<file path="config.mk">
export PLATFORM = sky130hd
export DESIGN_NAME = clook_cell
export DESIGN_NICKNAME = d
export VERILOG_FILES = /design/src/hdl/clook_pkg.sv /design/src/hdl/clook_cell.sv
export SDC_FILE = /design/constraint.sdc
export NUM_CORES = 1
export LEC_CHECK = 0
export BUFFER_PORTS_ARGS = -buffer_cell sky130_fd_sc_hd__buf_2
export CAP_MARGIN = 20
export CORE_MARGIN = 2
export CORE_UTILIZATION = 44
export DETAILED_ROUTE_END_ITERATION = 10
export PLACE_DENSITY = 0.85
export RECOVER_POWER = 25
export SLEW_MARGIN = 10
export SYNTH_ARGS = -nofsm -noshare
export SYNTH_HDL_FRONTEND = slang
export SYNTH_SLANG_ARGS = --single-unit
</file>
<file path="constraint.sdc">
create_clock -name aclk -period 4.2 [get_ports aclk]
set_input_delay 0.63 -clock aclk [delete_from_list [all_inputs] [get_ports aclk]]
set_output_delay 0.63 -clock aclk [all_outputs]
set_load 0.05 [all_outputs]
</file>
<file path="src/hdl/clook_pkg.sv">
`timescale 1ns / 1ps

package clook_pkg;

    localparam int DEF_QUEUE_DEPTH = 64;
    localparam int DEF_SECTOR_BITS = 48;
    localparam int DEF_TAG_BITS    = 8;

    localparam int LIMIT_BITS   = 7;
    localparam int TICK_BITS    = 20;
    localparam int DIST_BITS    = 64;
    localparam int COUNT_BITS   = 32;
    localparam logic [LIMIT_BITS-1:0] DEFAULT_LIMIT = 7'd50;
    localparam logic [TICK_BITS-1:0]  DEFAULT_TICKS = 20'd50;

    typedef enum logic [1:0] {
        CMD_INSERT   = 2'd0,
        CMD_DISPATCH = 2'd1,
        CMD_TICK     = 2'd2,
        CMD_NONE     = 2'd3
    } cmd_t;

    typedef enum logic [1:0] {
        ST_OK        = 2'd0,
        ST_NO_WORK   = 2'd1,
        ST_FULL      = 2'd2
    } status_t;

    typedef enum logic [1:0] {
        S_IDLE,
        S_SELECT,
        S_RESULT
    } fsm_t;

    // Control broadcast to every cell.
    typedef struct packed {
        logic shift_in;   // append at tail
        logic remove;     // remove the winner and close the gap
        logic wrap;       // rank against lowest overall
    } cell_ctrl_t;

    localparam int REG_MAX_REQUESTS  = 0;
    localparam int REG_TIMEOUT_TICKS = 1;

endpackage

</file>
<file path="src/hdl/clook_cell.sv">
`timescale 1ns / 1ps

// One queue slot. Holds an entry and computes its own rank flags against head.
module clook_cell
    import clook_pkg::*;
#(
    parameter int SECTOR_BITS = DEF_SECTOR_BITS,
    parameter int TAG_BITS    = DEF_TAG_BITS
) (
    input  logic                   aclk,
    input  logic                   aresetn,
    input  cell_ctrl_t             ctrl,
    input  logic                   load_here,     // this slot is the tail
    input  logic                   take_next,     // at or past the winner
    input  logic [SECTOR_BITS-1:0] new_sector,
    input  logic [TAG_BITS-1:0]    new_tag,
    input  logic [SECTOR_BITS-1:0] next_sector,   // neighbor above
    input  logic [TAG_BITS-1:0]    next_tag,
    input  logic                   next_valid,
    input  logic [SECTOR_BITS-1:0] head,
    output logic [SECTOR_BITS-1:0] sector,
    output logic [TAG_BITS-1:0]    tag,
    output logic                   valid,
    output logic                   ahead          // valid and at/above head
);

    logic [SECTOR_BITS-1:0] sector_reg, sector_next;
    logic [TAG_BITS-1:0]    tag_reg, tag_next;
    logic                   valid_reg, valid_next;
    logic                   ahead_reg;

    always_comb begin
        sector_next = sector_reg;
        tag_next    = tag_reg;
        valid_next  = valid_reg;
        if (ctrl.shift_in && load_here) begin
            sector_next = new_sector;
            tag_next    = new_tag;
            valid_next  = 1'b1;
        end else if (ctrl.remove && take_next) begin
            sector_next = next_sector;
            tag_next    = next_tag;
            valid_next  = next_valid;
        end
    end

    always_ff @(posedge aclk) begin
        sector_reg <= sector_next;
        tag_reg    <= tag_next;
        ahead_reg  <= valid_reg && (sector_reg >= head);
        if (!aresetn) begin
            valid_reg <= 1'b0;
        end else begin
            valid_reg <= valid_next;
        end
    end

    assign sector = sector_reg;
    assign tag    = tag_reg;
    assign valid  = valid_reg;
    assign ahead  = ahead_reg && !ctrl.wrap;

endmodule

</file>
==> impl_metrics.tcl <==
set metrics [dict create \
    pwr-share-clk 0.267 \
    hold_start "aresetn" \
    crit_buf_inv 2 \
    drt-total-wl_um 9347 \
    yosysUniqueCellTypes 29 \
    netSwitchingPower_uw 643.3 \
    hold_path_depth 2 \
    crit_fanout 33 \
    dp_hpwl_um 7694 \
    design_area_um2 5041 \
    grt_start_max_net_pins 45 \
    ys_warn_count 0 \
    holdWs_ns 0.5561 \
    clkTransAtPathRegs_ns 0.06 \
    peakVddDrop_uv 231.7 \
    p_total_uw 1829 \
    min_period_over_period 0.5626 \
    p_sw_frac 0.3518 \
    drc 0 \
    num_rows 33 \
    hp-class "input pin to flop" \
    post-cts-setup-buffers 0 \
    die_h_um 94.81 \
    cp_common_cell "nand2_1" \
    worstPathArrival_ns 2.35 \
    cts_root_buffer "clkbuf_8" \
    tritoncts "yes" \
    synth-seq-cells 58 \
    crit_type "input pin to flop" \
    nets 741 \
    vias 3127 \
    rsz0062_at_grt "no" \
    cts-resized-gates 0 \
    drive_above_1_share 0.5472 \
    wl_per_cell_um 14.72 \
    status "completed" \
    dieArea_um2 8989 \
    setup_tns_ns 0 \
    num_antenna_cells 0 \
    grt_pass1_vias 3200 \
    ant_nets 0 \
    cts_max_path_buffers 2 \
    largest_register_ffs 48 \
    cts-buffers-inserted 9 \
    placement.io_buffers 225 \
    worst_ep_required_time_ns 4.19 \
    syn-num-nets 509 \
    fmax_mhz 423.2 \
    placed_area_um2 4875 \
    initial_core_util 0.4484 \
    yosysSeqAreaShare 0.4745 \
    htreeDepth 3 \
    layout_commonest_cell "buf_2" \
    finClkSkew_ns 0.01110 \
    tightestPinTransition_ns 1.381 \
    combPwrFrac 0.324 \
    core_um2 8093 \
    slew_viol_final 0 \
    power.density_nw_per_um2 362.8 \
    grt_pass1_wl_um 14020 \
    fill_cells 672 \
    synth_edf_count 56 \
    critPathCaptureType "flop" \
    cp-start-kind "input pin" \
    hold_violations 0 \
    die_w_um 94.81 \
    synth_async_sr_flop_share 0 \
    r2r_cells 5 \
    antenna_found_initial 0 \
    synthCells 293 \
    fin_util 0.6229 \
    gp_congestion 0.7261 \
    ios 226 \
    synth_ff_type "edfxtp_1" \
    area_growth_pct 38.93 \
    critPathSlowestCell "nand2_1" \
    clk_latency_ns 0.33 \
    synthesis.area_um2 3628 \
    drtIter0Drc 81 \
    vias_per_cell 4.924 \
    reg2reg_from "sector[46]" \
    slew-limit-headroom 0.07682 \
    holdPathEnd "valid" \
    clock-sinks 58 \
    holdBufCountCts 0 \
    path_delay_family "simple AND/OR/NAND/NOR gates" \
    p_leak_uw 0.002523 \
    overflow 0 \
    min_period_ns 2.363 \
    cpPeakStageDelay_ns 1.02 \
    syn_area_per_cell_um2 12.38 \
    power.sequential.fraction 0.409 \
    cap_violations 0 \
    critical_path.startpoint "ctrl[2]" \
    drtPass1Iterations 5 \
    p_int_uw 1186 \
    setup_violations 0 \
    reg2reg_slack_ns 2.05 \
    cp_cell_sequence "buf_2 -> nand2_1 -> nand2_1 -> buf_4" \
    layout_common_cells "buf_2 (213), mux2_2 (56), edfxtp_1 (56)" \
    grt_usage 0.2054 \
    reg2reg_to "ahead_reg" \
]
==> per-layer routing <==
metal  track usage  part of all wire
met4       0.08213             0.013
met3       0.05427             0.085
met5             0                 0
met1        0.2144              0.37
met2        0.3877              0.53
==> cell usage after synthesis, drive strengths merged, types with 3 or more instances <==
library cell  instances  share of area
a21o                  7          0.014
a21oi                18          0.027
a221o                 3         0.0083
buf                   6         0.0083
edfxtp               56           0.46
ha                   48           0.17
inv                  48          0.050
mux2                 56           0.17
nand2                10          0.010
nand3                 8          0.011
nand4                10          0.017
o21ai                 5         0.0069
==> metrics by stage <==
step                setup slack [ns]  cells
detailed placement             1.625    619
CTS                            1.985    635
floorplan                      1.807    293
finish                         1.837    635
global placement               1.680    619
global route                   1.644    635
==> logic make-up after synthesis <==
logic type	count (synthesis)	synth area share
AO/OA/AOI/OAI	40	0.07311
adder cells (fa/ha/maj)	48	0.1655
buffers and inverters	54	0.05793
flip-flops	58	0.4745
multiplexers	56	0.1738
AND/OR/NAND/NOR	37	0.05517
==> power groups by stage <==
stage / logic (uW) / clock network [uW] / registers [uW]
final: 592 / 489 / 748
after global routing: 637 / 528 / 756
after CTS: 599 / 504 / 748
after detailed placement: 596 / 0 / 761
after global placement: 580 / 0 / 758
after floorplan: 189 / 0 / 980
==> worst max path at each step <==
stage	cells after the start	slack (ns)	endpoint
final	4	1.84	sector[31]
after global routing	4	1.64	sector[17]
after CTS	4	1.99	sector[33]
after detailed placement	4	1.63	sector[33]
after global placement	7	1.68	ahead_reg
after floorplan	4	1.81	valid
==> worst register-to-register path, cell delays in order, from the launching register on <==
cell,delay [ns]
edfxtp_1,0.40
ha_1,0.33
nand4_1,0.17
nor4_1,0.64
o311ai_0,0.36
o211ai_1,0.17
==> layout make-up <==
| type | instances | area, um^2 | area share |
|---|---|---|---|
| clock inverter | 7 | 60.06 | 0.01191 |
| multi-input combinational | 181 | 1698 | 0.3368 |
| timing repair buffer | 227 | 1126 | 0.2234 |
| sequential | 58 | 1722 | 0.3415 |
| clock buffer | 9 | 123.9 | 0.02457 |
| inverter | 48 | 180.2 | 0.03574 |
| tap | 105 | 131.4 | 0.02606 |
Power figures use the tool's default switching activity.
